### src/rtl/bbwt_pkg.sv
// Package for the bitwise BWT encoder: payload widths and the control and
// status structs exchanged between the top level and the rank cells.
// No dependencies.
package bbwt_pkg;

  // Fixed payload widths of the channels
  localparam int DATA_W = 64;
  localparam int PIDX_W = 6;

  // Per-cycle commands broadcast to every rank cell
  typedef struct packed {
    logic load;   // take a new rotation and clear the rank
    logic step;   // compare against the ring value and advance the ring
    logic snap;   // copy rank and last-column bit into the drain stage
    logic shift;  // advance the drain chain by one cell
  } cell_ctrl_t;

  // Comparison of the passing rotation against the cell's own rotation
  typedef struct packed {
    logic lt;     // passing rotation below own rotation
    logic eq;     // passing rotation equals own rotation
  } cell_cmp_t;

endpackage

### src/rtl/bbwt_cell.sv
// Rank cell of the bitwise BWT encoder: holds one rotation, counts how many
// rotations rank ahead of it as the ring passes by, then drains its rank.
// Depends on bbwt_pkg.
module bbwt_cell import bbwt_pkg::*; #(
  parameter int WORD_BITS = 64,
  parameter int CELL_IDX  = 0
) (
  input  logic                         clk,
  input  cell_ctrl_t                   ctrl,
  input  logic [WORD_BITS-1:0]         load_word,
  input  logic [WORD_BITS-1:0]         ring_word_in,
  input  logic [$clog2(WORD_BITS)-1:0] ring_tag_in,
  input  logic [$clog2(WORD_BITS)-1:0] drain_rank_in,
  input  logic                         drain_lsb_in,
  output logic [WORD_BITS-1:0]         ring_word,
  output logic [$clog2(WORD_BITS)-1:0] ring_tag,
  output logic [$clog2(WORD_BITS)-1:0] drain_rank,
  output logic                         drain_lsb,
  output cell_cmp_t                    cmp
);

  localparam int IDX_W = $clog2(WORD_BITS);
  localparam logic [IDX_W-1:0] MY_IDX = IDX_W'(CELL_IDX);

  logic [WORD_BITS-1:0] mine;
  logic [IDX_W-1:0]     rank;
  logic                 ahead;

  // Compare the passing rotation with the own one; ties go by rotation order
  assign cmp.lt = ring_word < mine;
  assign cmp.eq = ring_word == mine;
  assign ahead  = cmp.lt || (cmp.eq && (ring_tag < MY_IDX));

  // Load own rotation, then count and pass the ring value to the neighbor
  always_ff @(posedge clk) begin
    if (ctrl.load) begin
      mine      <= load_word;
      ring_word <= load_word;
      ring_tag  <= MY_IDX;
      rank      <= '0;
    end else if (ctrl.step) begin
      ring_word <= ring_word_in;
      ring_tag  <= ring_tag_in;
      rank      <= rank + IDX_W'(ahead);
    end
  end

  // Capture the finished rank, then shift it toward cell zero
  always_ff @(posedge clk) begin
    if (ctrl.snap) begin
      drain_rank <= rank;
      drain_lsb  <= mine[0];
    end else if (ctrl.shift) begin
      drain_rank <= drain_rank_in;
      drain_lsb  <= drain_lsb_in;
    end
  end

endmodule

### config.mk
export PLATFORM = sky130hd
export DESIGN_NAME = bbwt_cell
export DESIGN_NICKNAME = d
export VERILOG_FILES = /design/src/rtl/bbwt_pkg.sv /design/src/rtl/bbwt_cell.sv
export SDC_FILE = /design/constraint.sdc
export NUM_CORES = 1
export LEC_CHECK = 0
export BUFFER_PORTS_ARGS = -buffer_cell sky130_fd_sc_hd__buf_2
export CAP_MARGIN = 20
export CORE_AREA = 2 2 121 123
export DETAILED_ROUTE_END_ITERATION = 10
export DIE_AREA = 0 0 123 125
export PLACE_DENSITY = 0.78
export SYNTH_ARGS = -nofsm -noshare
export SYNTH_HDL_FRONTEND = slang
export SYNTH_SLANG_ARGS = --single-unit
### constraint.sdc
create_clock -name clk -period 3.2 [get_ports clk]
set_clock_uncertainty 0.2 [all_clocks]
set_input_delay 0.48 -clock clk [delete_from_list [all_inputs] [get_ports clk]]
set_output_delay 0.48 -clock clk [all_outputs]
set_load 0.01 [all_outputs]
==> results.toml <==
[grt]
antenna_found_initial = 0
met1_usage_pct = 24.3
busiest_layer = "met2"
use_met3_pct = 5.43
grt_max_degree = 79
grt_pass1_vias = 4865
grt_pass1_wl_um = 23800
grt_use_total_pct = 20.3
grt_util_met2_pct = 35.1
gr-total-overflow = 0

[route]
vias_per_cell = 5.08
routedWlPerCell_um = 16.6
num_vias = 4728
routed_wl_um = 15400
drt-pass1-iter-count = 4
drt_first_iter_violations = 293
ant_nets = 0
drcViolationCount = 0

[die]
row_count = 44
fp.coreArea_um2 = 14200
die_area_um2 = 15400
io_pins = 225
start_util_pct = 49.2
die_width_um = 123
fp.dieH_um = 125

[worst_setup_path]
endpoint_kind = "output port"
reg2reg_to = "rank[5]"
criticalPathCategory = "flop to output port"
r2r_start = "ring_word[7]"
crit_required_ps = 2520
critPathArrivalTime_ps = 2450
cp-start-kind = "flop"
rr_worst_depth = 12
cp_max_fo = 2
rrSetupSlack_ps = 180

[synthesis]
synth.most_common_cell = "edfxtp_1"
ys_seq_area_share_pct = 61.5
async_reset_ff_share_pct = 0
yosysTopAreaCellShare_pct = 58.0
synth_top_area_cell = "edfxtp_1"
synth_common_cells = "edfxtp_1 (135), mux2_2 (71), ha_1 (66)"
synth.ff_latch_count = 147
synth_nets = 705
ys_warn_count = 0
ys_types = 39
synth_area_um2 = 6990
synth_edf_count = 135
synthTopCellsByArea = "edfxtp_1 (58%), ha_1 (12%), mux2_2 (11%)"
dominantRegCellSynth = "edfxtp_1"
synth_cells = 493
syn_area_per_cell_um2 = 14.2

[cells_and_area]
synthToLayoutAreaGrowth_pct = 30.9
final_net_count = 945
multiInputGateArea_um2 = 2560
layout-drive-gt1-share_pct = 48.0
fill_cells = 1035
antenna_cells = 0
final-seq-area_um2 = 4290

[power_and_ir_drop]
p_per_area_nw_per_um2 = 573
vdd_ir_drop_max_v = 0.000390
leakage_uw = 0.00413
fin_total_pwr_uw = 5240

[min_path]
hold_end = "mine[16]"
hold_depth = 1
hp-class = "primary input to flop"
min_from = "load_word[16]"

[timing]
period_minus_slack_ps = 3130
slew_headroom_pct = 49.0
fin_tns_setup_ps = 0
fin_ws_ps = 71.5
worstMarginPinSlew_ps = 765
fin_crit_sh_pct = 97.8
max_freq_ghz = 0.320
hold_violations = 0
holdWs_ps = 43.6
rsz0062_at_grt = "yes"
final-setup-viol-count = 0
maxSlewViolCount = 0

[clock_network]
clock-sinks = 147
clk-insertion-delay-late_ps = 420
cts-hold-fix-buffers = 0
htreeDepth = 4
numCtsBuffers = 17
clockRootBuffer = "clkbuf_16"
cts_max_path_buffers = 2
tritoncts = "built"
clkTransAtPathRegs_ps = 60

[placement]
port_buffers = 224
dp_hpwl_um = 11300
pre_cts_ws_ps = 10.5
gp_congestion = 0.795

[run]
maxCapViolCount = 0

[run_status]
status = "finished clean"
-- state kept, by name (all words and copies together), names as in the netlist --
signal      cells
drain_lsb       1
drain_rank      6
mine           64
rank            6
ring_tag        6
ring_word      64
-- layout by cell type, fill, tap and decap left out, types with 2 or more instances in the layout --
| cell type | Yosys | routed |
|---|---|---|
| nor3_1 | 2 | 2 |
| and3_1 | 2 | 2 |
| a221o_1 | 2 | 2 |
| clkinv_1 | 0 | 3 |
| mux2_2 | 71 | 71 |
| edfxtp_1 | 135 | 135 |
| nor4_4 | 0 | 2 |
| inv_2 | 0 | 4 |
| o21ai_1 | 1 | 3 |
| o21ai_0 | 9 | 7 |
| a21o_1 | 4 | 4 |
| a21oi_2 | 2 | 4 |
| nand3_2 | 1 | 2 |
| inv_1 | 65 | 61 |
| mux2i_1 | 8 | 8 |
| a21oi_1 | 27 | 25 |
| clkinv_2 | 0 | 3 |
| buf_2 | 3 | 223 |
| clkbuf_1 | 3 | 3 |
| bufinv_16 | 0 | 4 |
| nand3_1 | 8 | 7 |
| buf_4 | 1 | 8 |
| ha_4 | 0 | 7 |
| buf_12 | 0 | 2 |
| dfxtp_1 | 12 | 12 |
| nor2_1 | 16 | 15 |
| nand2_1 | 21 | 21 |
| ha_1 | 66 | 59 |
| and4_1 | 2 | 2 |
| clkbuf_16 | 0 | 17 |
| nand4_1 | 8 | 8 |
| xor2_1 | 3 | 3 |
-- report_power, final --
group / internal, µW / leakage (µW) / switching [µW]
logic: 390 / 0.00239 / 425
clock network: 1290 / 0.000290 / 743
registers: 2300 / 0.00145 / 87.3
-- how the worst max path moves through the flow --
stage                  start  endpoint  slack, ps  cells after the start
2_1_floorplan  ring_word[25]   rank[5]        260                     11
3_3_place_gp   ring_word[25]   rank[5]        120                     11
3_5_place_dp   ring_word[25]   rank[5]         10                     12
4_1_cts        ring_word[30]    cmp[1]        -60                      7
5_1_grt        ring_word[25]    cmp[1]        -60                      8
6_report        ring_word[7]    cmp[1]         70                      8
-- kinds of logic (layout without fill, tap and decap cells) --
family | after synthesis | after routing | synth area share, %
AO/OA/AOI/OAI | 53 | 53 | 4.66
flip-flops | 147 | 147 | 61.5
XOR/XNOR | 3 | 3 | 0.376
multiplexers | 79 | 79 | 12.6
AND/OR/NAND/NOR | 68 | 68 | 4.87
adder cells (fa/ha/maj) | 66 | 66 | 11.8
buffers and inverters | 77 | 330 | 4.24
-- critical path: stages (launching register included) --
cell,delay [ps]
edfxtp_1,420
ha_1,340
a21oi_1,160
o21ai_0,100
a221o_1,340
a211oi_2,190
o21ai_1,130
a21oi_2,190
buf_2,160
-- timing repair --
action | 4_1_cts | 5_1_grt
setup buffers | 3 | 2
pin swaps | 12 | 13
setup endpoints to repair | 3 | 7
gates resized for setup | 9 | 16
-- cell type report --
type	instances	area share, %
clock inverter	12	1.78
inverter	65	2.67
clock buffer	20	4.78
timing repair buffer	233	13.3
multi-input combinational	269	28.0
tap	184	2.52
sequential	147	47.0
-- per-layer routing --
metal,part of all wire (%),up-vias
li1,-,2299
met1,41,2254
met2,52,159
met3,6.1,16
met4,1.4,0
met5,0,-
-- metrics by stage --
stage	util [%]	instances	area [µm²]
floorplan	-	493	6990
global placement	58.8	893	8350
detailed placement	58.8	893	8350
CTS	63.7	928	9050
global route	64.4	930	9140
finish	64.4	930	9140
Power figures use the tool's default switching activity.
